File: src/design/m4tu_pkg.sv
`default_nettype none

package m4tu_pkg;

    // Fixed-point format: two's complement with FRAC_BITS fractional bits.
    localparam int FRAC_BITS = 16;
    localparam int WORD_W    = 32;
    localparam int MAT_DIM   = 4;
    localparam int MAT_SIZE  = MAT_DIM * MAT_DIM;
    localparam int IDX_W     = $clog2(MAT_SIZE);
    localparam int PROD_W    = 2 * WORD_W;
    localparam int SUM_W     = PROD_W + 2;

    localparam logic signed [WORD_W-1:0] FIX_ONE = WORD_W'(1) <<< FRAC_BITS;

    // Operation codes; codes 5 to 7 are unused and return an all-zero item.
    typedef enum logic [2:0] {
        OP_WR_WORK   = 3'd0,
        OP_WR_OPER   = 3'd1,
        OP_APPEND    = 3'd2,
        OP_TRANSPOSE = 3'd3,
        OP_TRANSFORM = 3'd4
    } op_t;

    typedef struct packed {
        logic        [2:0]        opcode;
        logic        [IDX_W-1:0]  entry_index;
        logic signed [WORD_W-1:0] entry_value;
        logic signed [WORD_W-1:0] in_x;
        logic signed [WORD_W-1:0] in_y;
        logic signed [WORD_W-1:0] in_z;
        logic signed [WORD_W-1:0] in_w;
    } in_item_t;

    typedef struct packed {
        logic signed [WORD_W-1:0] out_x;
        logic signed [WORD_W-1:0] out_y;
        logic signed [WORD_W-1:0] out_z;
        logic signed [WORD_W-1:0] out_w;
        logic                     saturated;
    } out_item_t;

    // Commands from the controller to the datapath.
    typedef struct packed {
        logic             load;     // capture the accepted item
        logic             issue;    // start one dot product
        logic [IDX_W-1:0] idx;      // result entry of that dot product
        logic             use_vec;  // right operand is the vector, not the operand matrix
        logic             finish;   // apply the operation and load the output register
        logic [2:0]       op;       // opcode of the item in flight
    } dp_cmd_t;

endpackage

`default_nettype wire

File: src/design/m4tu_ctrl.sv
`default_nettype none

module m4tu_ctrl
    import m4tu_pkg::*;
(
    input  wire logic       clk,
    input  wire logic       rst_n,
    input  wire logic       in_valid,
    input  wire logic [2:0] opcode,
    output logic            in_ready,
    output logic            out_valid,
    input  wire logic       out_ready,
    output dp_cmd_t         cmd
);

    typedef enum logic [3:0] {
        ST_IDLE  = 4'b0001,
        ST_MUL   = 4'b0010,
        ST_DRAIN = 4'b0100,
        ST_DONE  = 4'b1000
    } state_t;

    state_t           state_reg;
    state_t           state_next;
    logic [IDX_W-1:0] cnt_reg;
    logic [IDX_W-1:0] cnt_next;
    logic [2:0]       op_reg;
    logic [2:0]       op_next;
    logic             out_valid_reg;
    logic             out_valid_next;

    logic             slot_free;
    logic             finish;
    logic [IDX_W-1:0] last_idx;

    assign slot_free = !out_valid_reg || out_ready;
    assign last_idx  = (op_reg == OP_APPEND) ? IDX_W'(MAT_SIZE - 1) : IDX_W'(MAT_DIM - 1);
    assign in_ready  = (state_reg == ST_IDLE);
    assign finish    = (state_reg == ST_DONE) && slot_free;

    always_comb
    begin
        state_next = state_reg;
        cnt_next   = cnt_reg;
        op_next    = op_reg;
        unique case (state_reg)
            ST_IDLE:
            begin
                if (in_valid)
                begin
                    op_next  = opcode;
                    cnt_next = '0;
                    if ((opcode == OP_APPEND) || (opcode == OP_TRANSFORM))
                    begin
                        state_next = ST_MUL;
                    end
                    else
                    begin
                        state_next = ST_DONE;
                    end
                end
            end
            ST_MUL:
            begin
                if (cnt_reg == last_idx)
                begin
                    cnt_next   = '0;
                    state_next = ST_DRAIN;
                end
                else
                begin
                    cnt_next = cnt_reg + IDX_W'(1);
                end
            end
            ST_DRAIN:
            begin
                state_next = ST_DONE;
            end
            ST_DONE:
            begin
                if (slot_free)
                begin
                    state_next = ST_IDLE;
                end
            end
            default:
            begin
                state_next = ST_IDLE;
            end
        endcase
    end

    always_comb
    begin
        out_valid_next = out_valid_reg;
        if (finish)
        begin
            out_valid_next = 1'b1;
        end
        else if (out_ready)
        begin
            out_valid_next = 1'b0;
        end
    end

    always_ff @(posedge clk or negedge rst_n)
    begin
        if (!rst_n)
        begin
            state_reg     <= ST_IDLE;
            cnt_reg       <= '0;
            op_reg        <= '0;
            out_valid_reg <= 1'b0;
        end
        else
        begin
            state_reg     <= state_next;
            cnt_reg       <= cnt_next;
            op_reg        <= op_next;
            out_valid_reg <= out_valid_next;
        end
    end

    always_comb
    begin
        cmd.load    = in_valid && in_ready;
        cmd.issue   = (state_reg == ST_MUL);
        cmd.idx     = cnt_reg;
        cmd.use_vec = (op_reg == OP_TRANSFORM);
        cmd.finish  = finish;
        cmd.op      = op_reg;
    end

    assign out_valid = out_valid_reg;

`ifndef SYNTHESIS
    a_cnt_idle_zero: assert property (@(posedge clk) disable iff (!rst_n)
        (state_reg != ST_MUL) |-> (cnt_reg == '0))
        else $error("sequence counter not cleared outside the multiply phase");

    a_transform_four: assert property (@(posedge clk) disable iff (!rst_n)
        (state_reg == ST_DRAIN && op_reg == OP_TRANSFORM) |->
            $past(cnt_reg) == IDX_W'(MAT_DIM - 1))
        else $error("transform did not issue exactly four dot products");

    a_append_sixteen: assert property (@(posedge clk) disable iff (!rst_n)
        (state_reg == ST_DRAIN && op_reg == OP_APPEND) |->
            $past(cnt_reg) == IDX_W'(MAT_SIZE - 1))
        else $error("append did not issue all sixteen dot products");

    a_result_from_done: assert property (@(posedge clk) disable iff (!rst_n)
        $rose(out_valid_reg) |-> $past(state_reg == ST_DONE))
        else $error("result raised outside the completion state");
`endif

endmodule

`default_nettype wire
File: config.mk
export PLATFORM = sky130hd
export DESIGN_NAME = m4tu_ctrl
export DESIGN_NICKNAME = d
export VERILOG_FILES = /design/src/design/m4tu_pkg.sv /design/src/design/m4tu_ctrl.sv
export SDC_FILE = /design/constraint.sdc
export NUM_CORES = 1
export LEC_CHECK = 0
export BUFFER_PORTS_ARGS = -buffer_cell sky130_fd_sc_hd__buf_2
export CAP_MARGIN = 20
export CORE_MARGIN = 4
export CORE_UTILIZATION = 40
export CTS_BUF_LIST = sky130_fd_sc_hd__clkbuf_4 sky130_fd_sc_hd__clkbuf_8
export DETAILED_ROUTE_END_ITERATION = 16
export GPL_ROUTABILITY_DRIVEN = 1
export HOLD_SLACK_MARGIN = 0.1
export SYNTH_ARGS = -nofsm -noshare
export SYNTH_HDL_FRONTEND = slang
export SYNTH_SLANG_ARGS = --single-unit
export TNS_END_PERCENT = 30
File: constraint.sdc
create_clock -name clk -period 2.09 [get_ports clk]
set_input_delay 0.5225 -clock clk [delete_from_list [all_inputs] [get_ports clk]]
set_output_delay 0.5225 -clock clk [all_outputs]
set_load 0.02 [all_outputs]
==> summary.txt, run 1 <==
Drt
  • Initial DRC count: 14
  • DRT Wirelength: ~1.5 mm
  • DRT Pass-1 Iters: 4
  • Final ANT Viol Nets: 0
  • Number of vias per cell: ~5.4
  • Wirelength per Cell: 14.6 um
  • Via count: about 570
  • DRC Markers: 0

Placement
  • GP Congestion: between 0.7 and 0.8
  • IO Port Bufs: 19
  • Post-DP HPWL: ~1.1 mm
  • Dpl ws: about 0.13 ns

Clock tree
  • Longest Clk Path Bufs: 2
  • Clk sink count: 12
  • CTS tree: yes
  • CTS H-tree depth: 1
  • Reg clk slew, reported paths: ~0.09 ns
  • CTS Buf Count: 3
  • Worst skew pair latency: around 0.27 ns
  • CTS Root Cell: clkbuf_4
  • CTS hold repair buffers: 0

Floorplanning
  • Initial core utilization: 43.3%
  • CORE AREA: ~1500 sq um
  • Die Y: between 40 and 50 um
  • Die W: a little under 50 um
  • Site row count: 14
  • IO Count: 20
  • Die ar.: around 2400 sq um

Outcome
  • Status: finished with violations
  • Failing checks: negative setup slack

STA
  • Final setup vio count: 1
  • Crit path time final: approximately 2.1 ns
  • Final Skew: just over 0.008 ns
  • Setup ws final: -0.0343 ns
  • Crit share post-route: 102%
  • Worst slew pin tran: 0.379 ns
  • Pins Over Slew Limit: 0
  • Max-slew headroom: 74.0%
  • Max Clk Rate: approximately 0.47 GHz
  • Post-Route Setup TNS: -0.0343 ns
  • RSZ-0062 raised after global routing: yes
  • Final hold violations: 0

Yosys
  • Area of the mapped netlist: approximately 660 sq um
  • Flop and latch count out of synthesis: 12
  • Post-Syn Area per Cell: 10.8 sq um
  • Post-synth EDFFs: 0
  • Post-synthesis cell count: between 60 and 70
  • Register area share after synthesis: 45.7%
  • Synth async-reset ratio: 100%
  • Syn_nets: approximately 70
  • Dominant synthesized flop cell: dfrtp_1
  • Synth unique cells: 32
  • Ys Warns: 0

Power
  • P_sw: roughly 0.00029 W
  • P_leak: between 0.4 and 0.5 nW
  • PwrDens: 923 nW/um^2
  • Seq pwr share: 39.5%
  • Clock share of power: a little under a quarter
  • Int Power: between 0.0005 and 0.0006 W
  • Net Sw Frac: 35.4%
  • Logic pwr share: between 30% and 40%
  • Maximum VDD drop: between 0.5 and 0.6 mV
  • Total design power: approximately 0.00081 W

Critical path
  • Crit. End Element: output pin
  • Worst reg2reg path endpoint: op_reg[0]$_DFFE_PN0P_
  • Biggest cell delay along the critical path: around 0.55 ns
  • CP top delay family: flip-flops
  • Worst setup SP type: flip-flop
  • Levels on crit path: 5
  • Reg2Reg Depth: 6
  • Worst EP arrival: 1.60 ns
  • Reg-to-reg slack, setup: roughly 0.30 ns
  • Crit-path slowest cell: dfstp_2
  • Critical Path RT: 1.57 ns
  • CP Capture Point: cmd[10]
  • Setup CP Type: reg -> out
  • Crit path buf inv count: 3
  • CP most frequent cell: inv_2
  • Worst-path cell chain: or4b_4 -> inv_2 -> nand2_2 -> inv_2 -> buf_6
  • Crit. Startpoint: state_reg[0]$_DFFE_PN1P_
  • Crit path max fanout: 3
  • Reg-to-reg critical path startpoint: state_reg[0]$_DFFE_PN1P_

Layout
  • Register area: 302 sq um
  • Layout area overhead: 33.4%
  • Layout cells sized above 1: between 50% and 60%
  • Final Util: ~58%
  • Ant. Diodes: 0
  • Area of the multi-input gates: around 330 sq um
  • Fillers: ~150
  • Nets: 98

GRT
  • Largest net degree at the start of global routing: 13
  • First-pass GRT wire length: 2.51 mm
  • Global-route usage over all layers: around an eighth
  • Congestion Overflow GR: 0
  • Initial antenna violation count: 0
  • Vias in the first global route: between 500 and 600

Hold path
  • Hold crit path type: in -> async

Job
  • Max cap viols: 0
==> logic make-up after synthesis <==
group | Yosys count | share of synthesized area, %
compound gates | 13 | 15.9
xor+xnor | 1 | 1.33
fa+ha+maj | 1 | 1.90
buf+inv | 8 | 5.88
flops | 12 | 45.7
mux | 5 | 8.16
simple gates | 21 | 21.1
==> repair_timing <==
| item | CTS | global route |
|---|---|---|
| pin swaps | 1 | 0 |
| endpoints found under the setup margin | 3 | 3 |
| buffers inserted | 5 | 0 |
| resized for setup | 6 | 5 |
| gates cloned | 0 | 0 |
==> placed cells by master, fill, tap and decap left out, types with 3 or more instances in the layout <==
master    instances
dfrtp_1          11
o211ai_1          3
buf_6             3
buf_4             8
or4b_4            3
clkbuf_4          3
nand3_1           3
buf_2            16
mux2_2            3
inv_2             3
nor3b_1           3
nand2_1           3
==> how the worst min path moves through the flow <==
stage	depth (start not counted)	startpoint	slack (ns)	end
3_5_place_dp	1	rst_n	0.42	cnt_reg[2]$_DFFE_PN0P_
4_1_cts	1	rst_n	0.12	op_reg[1]$_DFFE_PN0P_
5_1_grt	1	rst_n	0.13	op_reg[1]$_DFFE_PN0P_
3_3_place_gp	1	rst_n	0.42	cnt_reg[2]$_DFFE_PN0P_
6_report	1	rst_n	0.11	op_reg[1]$_DFFE_PN0P_
2_1_floorplan	0	rst_n	0.23	cnt_reg[0]$_DFFE_PN0P_
==> synth_stat cells, drive strengths merged, types with 2 or more instances <==
library cell / instances / area, sq um
nand2: 4 / 15.0
nand3: 3 / 15.0
o31ai: 2 / 15.0
o211ai: 4 / 35.0
inv: 5 / 18.8
or4b: 3 / 33.8
dfrtp: 11 / 275
nor3b: 3 / 22.5
nor2b: 2 / 12.5
mux2i: 2 / 20.0
mux2: 3 / 33.8
o21ai: 2 / 10.0
buf: 3 / 20.0
==> metal layers <==
| metal | wire [um] | up-vias | track usage [%] | share of wire [%] |
|---|---|---|---|---|
| met2 | 712 | 13 | 21.7 | 46 |
| met4 | 0 | 0 | 2.69 | 0 |
| met5 | 0 | - | 0 | 0 |
| met1 | 750 | 275 | 17.3 | 49 |
| li1 | - | 284 | - | - |
| met3 | 70 | 0 | 2.76 | 4.6 |
==> cell type report <==
type	instances	area share (%)
repair buffers	27	19.8
inverters	5	2.13
flip-flops and latches	12	34.3
multi-input cells	41	37.4
clock buffers	4	4.13
well taps	16	2.28
==> metrics by stage <==
step / cell area [sq um] / std cells / hold slack, ns
2_1_floorplan: 659 / 61 / 0.227
3_3_place_gp: 777 / 96 / 0.422
3_5_place_dp: 777 / 96 / 0.421
4_1_cts: 866 / 105 / 0.123
5_1_grt: 880 / 105 / 0.129
6_report: 880 / 105 / 0.113
==> power groups by stage <==
stage	clock network (W)	logic, W	registers, W
global route	0.000198	0.000323	0.000327
floorplan	0	0.000136	0.000359
global placement	0	0.000260	0.000326
CTS	0.000191	0.000300	0.000319
detailed placement	0	0.000262	0.000328
finish	0.000190	0.000301	0.000321
Power figures use the tool's default switching activity.
==> run 2: changes to the inputs <==
==> constraint.sdc (replaced) <==
create_clock -name clk -period 2.09 [get_ports clk]
set_input_delay 0.209 -clock clk [delete_from_list [all_inputs] [get_ports clk]]
set_output_delay 0.209 -clock clk [all_outputs]
set_load 0.02 [all_outputs]
==> summary.txt, run 2 (same netlist as run 1, synthesis figures left out) <==
Layout
  • Layout cells sized above 1: 41.5%
  • Layout area overhead: 21.4%
  • Layout Cells excl Fill: between 90 and 100
  • Fillers: about 150
  • Post-route cell area: 801 sq um
  • Final Util: between 50% and 60%
  • Most frequent cells in the layout: 18 x buf_2, 11 x dfrtp_1, 4 x inv_1, 4 x nand2_1, 4 x clkbuf_4
  • Nets: 91
  • Ant. Diodes: 0
  • Commonest non-fill, non-tap cell in the layout: buf_2

GRT
  • Initial antenna violation count: 0
  • First-pass GRT wire length: ~2.4 mm
  • Met1 usage: approximately 18%
  • Largest net degree at the start of global routing: 13
  • Most used routing layer: met2
  • Met2 usage: between 10% and 20%
  • Global Route met3 Usage: under 10%
  • Congestion Overflow GR: 0
  • Global-route usage over all layers: between 10% and 20%
  • Vias in the first global route: around 540

STA
  • Pins Over Slew Limit: 0
  • Setup ws final: around 0.097 ns
  • Final setup vio count: 0
  • Worst slew pin tran: 0.395 ns
  • Final Skew: 0.00173 ns
  • Crit share post-route: a little over nine tenths
  • Max-slew headroom: approximately 73%
  • Final hold violations: 0
  • Max Clk Rate: around 0.50 GHz
  • Crit path time final: 1.99 ns

Floorplanning
  • Die Y: 48.6 um
  • Die ar.: 2360 sq um
  • CORE AREA: roughly 1500 sq um
  • Site row count: 14
  • IO Count: 20
  • Die W: between 40 and 50 um
  • Initial core utilization: between 40% and 50%

Drt
  • Via count: 549
  • Wirelength per Cell: about 14 um
  • Number of vias per cell: around 5.6
  • Initial DRC count: 15
  • DRC Markers: 0
  • DRT Wirelength: roughly 1.4 mm
  • Final ANT Viol Nets: 0
  • DRT Pass-1 Iters: 4

Placement
  • GP Congestion: about 0.75
  • Cell Count Post-Placement: between 90 and 100
  • IO Port Bufs: 19
  • Dpl cell area: between 700 and 800 sq um
  • Dpl ws: around 0.30 ns

Critical path
  • Worst setup SP type: flip-flop
  • Setup CP Type: reg -> out
  • Critical Path RT: 1.88 ns
  • Crit. End Element: output pin
  • Crit path max fanout: 7
  • Worst EP arrival: between 1.5 and 2 ns

Clock tree
  • Longest Clk Path Bufs: 2
  • CTS Buf Count: 3
  • Reg clk slew, reported paths: about 0.070 ns
  • CTS tree: yes
  • CTS Root Cell: clkbuf_4
  • Clk sink count: 12
  • CTS H-tree depth: 1
  • Worst skew pair latency: roughly 0.27 ns

Power
  • Maximum VDD drop: about 0.43 mV
  • PwrDens: 926 nW/um^2
  • P_leak: just under 0.4 nW
  • Total design power: around 0.00074 W

Job
  • Max cap viols: 0

Hold path
  • Hold crit path type: in -> reg

Outcome
  • Status: finished, final reports clean
-- run 2: cell types whose count changed in the layout (fill, tap and decap cells not counted), sizes merged --
cell,change
dlygate4sd3,+1
buf,-8
-- run 2: final timing paths --
check                                         start                       end  slack (ns)  cells past startpoint
min reg2reg                   out_valid$_DFFE_PN0P_     out_valid$_DFFE_PN0P_        0.54                      2
max in group asynchronous                     rst_n  state_reg[0]$_DFFE_PN1P_        1.47                      2
max reg2reg                state_reg[0]$_DFFE_PN1P_     op_reg[0]$_DFFE_PN0P_        0.28                      5
min                                       opcode[0]     op_reg[0]$_DFFE_PN0P_        0.19                      2
max                        state_reg[0]$_DFFE_PN1P_                   cmd[10]         0.1                      5
min in group asynchronous                     rst_n     op_reg[1]$_DFFE_PN0P_        0.34                      2
-- run 2: critical path: stages, from the launching register on --
cell and delay, ns:
dfstp_2 0.58, or4b_4 0.50, inv_1 0.09, nand2_1 0.08, inv_2 0.11, buf_4 0.16
-- run 2: per-layer routing --
layer  wire [um]  up-vias
met4          15        0
li1            -      269
met3         100        2
met5           0        -
met2         615       21
met1         658      257
-- run 2: through the flow --
stage               setup TNS (ns)  hold WS [ns]
global placement                 0         0.109
global route              -0.00400         0.179
CTS                              0         0.186
detailed placement               0         0.109
floorplan                        0       -0.0866
finish                           0         0.190
-- run 2: where the power goes --
| group | switching (W) | internal (W) | total, W |
|---|---|---|---|
| logic | 0.000143 | 0.000111 | 0.000254 |
| clock network | 0.0000751 | 0.0000868 | 0.000162 |
| registers | 0.0000482 | 0.000278 | 0.000326 |
-- run 2: layout make-up --
| class | count | area [sq um] | area share, % |
|---|---|---|---|
| clock buffer | 4 | 30.0 | 3.75 |
| multi-input combinational | 41 | 323 | 40.3 |
| inverter | 5 | 18.8 | 2.34 |
| sequential | 12 | 302 | 37.7 |
| tap | 16 | 20.0 | 2.50 |
| timing repair buffer | 20 | 108 | 13.4 |
-- run 2: repair_timing --
| action | CTS | global route |
|---|---|---|
| buffers inserted | 0 | 0 |
| resized for setup | 0 | 2 |
| endpoints found under the setup margin | 0 | 2 |
| endpoints found under the hold margin | 12 | 0 |
| hold buffers | 1 | 0 |
==> run 3: changes to the inputs <==
--- a/config.mk
+++ b/config.mk
@@ -13,6 +13,7 @@
 export DETAILED_ROUTE_END_ITERATION = 16
 export GPL_ROUTABILITY_DRIVEN = 1
 export HOLD_SLACK_MARGIN = 0.1
+export RECOVER_POWER = 100
 export SYNTH_ARGS = -nofsm -noshare
 export SYNTH_HDL_FRONTEND = slang
 export SYNTH_SLANG_ARGS = --single-unit
==> summary.txt, run 3 (same netlist as run 1, synthesis figures left out) <==
Floorplanning
  • Die ar.: 2360 sq um
  • Die W: between 40 and 50 um
  • Die Y: slightly below 50 um
  • IO Count: 20
  • Site row count: 14
  • Initial core utilization: between 40% and 50%
  • CORE AREA: between 1500 and 2000 sq um

STA
  • Final hold violations: 0
  • Pins Over Slew Limit: 0
  • Crit path time final: around 2.0 ns
  • Worst slew pin tran: between 0.6 and 0.7 ns
  • Final Skew: around 0.0027 ns
  • Post-Route Setup TNS: 0 ns
  • Setup ws final: roughly 0.1 ns
  • Max Clk Rate: a little over 0.5 GHz
  • Max-slew headroom: a little under three fifths
  • Final setup vio count: 0
  • Crit share post-route: about 95%

Layout
  • Most frequent cells in the layout: 11 x dfrtp_1, 10 x clkbuf_1, 8 x buf_2
  • Post-route cell area: a little under 800 sq um
  • Nets: 91
  • Layout area overhead: 19.5%
  • Area of the multi-input gates: 323 sq um
  • Commonest non-fill, non-tap cell in the layout: dfrtp_1
  • Final Util: roughly half
  • Fillers: 159
  • Register area: around 300 sq um
  • Ant. Diodes: 0
  • Layout cells sized above 1: between 20% and 30%
  • Layout Cells excl Fill: just under 100

Clock tree
  • CTS H-tree depth: 1
  • CTS Buf Count: 3
  • Post CTS Setup Buffer Count: 0
  • Reg clk slew, reported paths: roughly 0.08 ns
  • Clk sink count: 12
  • Worst skew pair latency: ~0.26 ns
  • CTS tree: yes
  • Longest Clk Path Bufs: 2
  • CTS Root Cell: clkbuf_4

Critical path
  • Worst-path cell chain: or4b_4 -> inv_1 -> nand2_1 -> inv_2 -> buf_4
  • Crit. End Element: output pin
  • Crit path buf inv count: 3
  • Worst setup SP type: flip-flop
  • Crit-path slowest cell: dfstp_2
  • Biggest cell delay along the critical path: just under 0.6 ns
  • Critical Path RT: about 1.9 ns
  • Setup CP Type: reg -> out
  • Crit. Startpoint: state_reg[0]$_DFFE_PN1P_
  • CP top delay family: flip-flops
  • Crit path max fanout: 7
  • Worst EP arrival: between 1.5 and 2 ns
  • Reg-to-reg critical path startpoint: state_reg[0]$_DFFE_PN1P_

Drt
  • DRT Pass-1 Iters: 4
  • Number of vias per cell: 5.67
  • DRT Wirelength: roughly 1.4 mm
  • Via count: between 500 and 600
  • Wirelength per Cell: 14.0 um
  • DRC Markers: 0
  • Final ANT Viol Nets: 0
  • Initial DRC count: 10

Outcome
  • Status: finished, final reports clean

GRT
  • Largest net degree at the start of global routing: 13
  • Vias in the first global route: between 500 and 600
  • Congestion Overflow GR: 0
  • Global-route usage over all layers: around 13%
  • First-pass GRT wire length: around 2.4 mm
  • Initial antenna violation count: 0

Power
  • P_leak: ~0.35 nW
  • Maximum VDD drop: 0.428 mV
  • PwrDens: around 920 nW/um^2

Placement
  • GP Congestion: 0.747
  • IO Port Bufs: 19
  • Cell Count Post-Placement: slightly above 90
  • Dpl cell area: approximately 750 sq um
  • Dpl ws: 0.302 ns

Hold path
  • Hold crit path type: in -> reg
  • Hold wc startpoint: opcode[0]

Job
  • Max cap viols: 0
run 3: changes by cell type in the layout (fill, tap and decap cells not counted):
cell	change
clkbuf_1	+10
buf_2	-10
run 3: per-layer routing:
layer | vias up | wire (um) | GRT usage (%)
li1 | 267 | - | -
met1 | 266 | 619 | 17.9
met5 | - | 0 | 0
met4 | 0 | 14 | 5.38
met3 | 2 | 90 | 3.37
met2 | 21 | 648 | 18.3
run 3: worst reg2reg max path: stages (launching register included):
cell	delay, ns
dfstp_2	0.58
or4b_4	0.50
inv_1	0.09
nand2_1	0.08
inv_2	0.12
mux2_2	0.34
run 3: stage by stage:
| stage | hold WS (ns) | power, W |
|---|---|---|
| after floorplan | -0.0866 | 0.000495 |
| after global placement | 0.109 | 0.000577 |
| after detailed placement | 0.109 | 0.000579 |
| after CTS | 0.186 | 0.000747 |
| after global routing | 0.179 | 0.000783 |
| final | 0.198 | 0.000729 |
run 3: what timing repair did:
item	4_1_cts	5_1_grt
endpoints found under the hold margin	12	0
gates resized for setup	0	2
hold buffers	1	0
endpoints found under the setup margin	0	2
run 3: final cells by class:
class	instances	area share, %
timing repair buffer	20	12.1
tap	16	2.54
inverter	5	2.38
multi-input combinational	41	41.0
sequential	12	38.3
clock buffer	4	3.81
run 3: path summary, 6_finish.rpt:
check                                               to  depth (start not counted)  slack [ns]
worst max-delay path                           cmd[10]                          5        0.10
worst min-delay path             op_reg[0]$_DFFE_PN0P_                          2        0.20
worst max register to register   op_reg[0]$_DFFE_PN0P_                          5        0.28
worst min register to register   out_valid$_DFFE_PN0P_                          2        0.54
max in group asynchronous       cnt_reg[3]$_DFFE_PN0P_                          2        1.19
min in group asynchronous        op_reg[1]$_DFFE_PN0P_                          2        0.48
run 3: report_power, final:
part,total [W],internal [W],leakage [nW],switching [W]
Clock,0.000160,0.0000867,0.0184,0.0000736
Combinational,0.000242,0.0000999,0.180,0.000143
Sequential,0.000326,0.000278,0.155,0.0000482
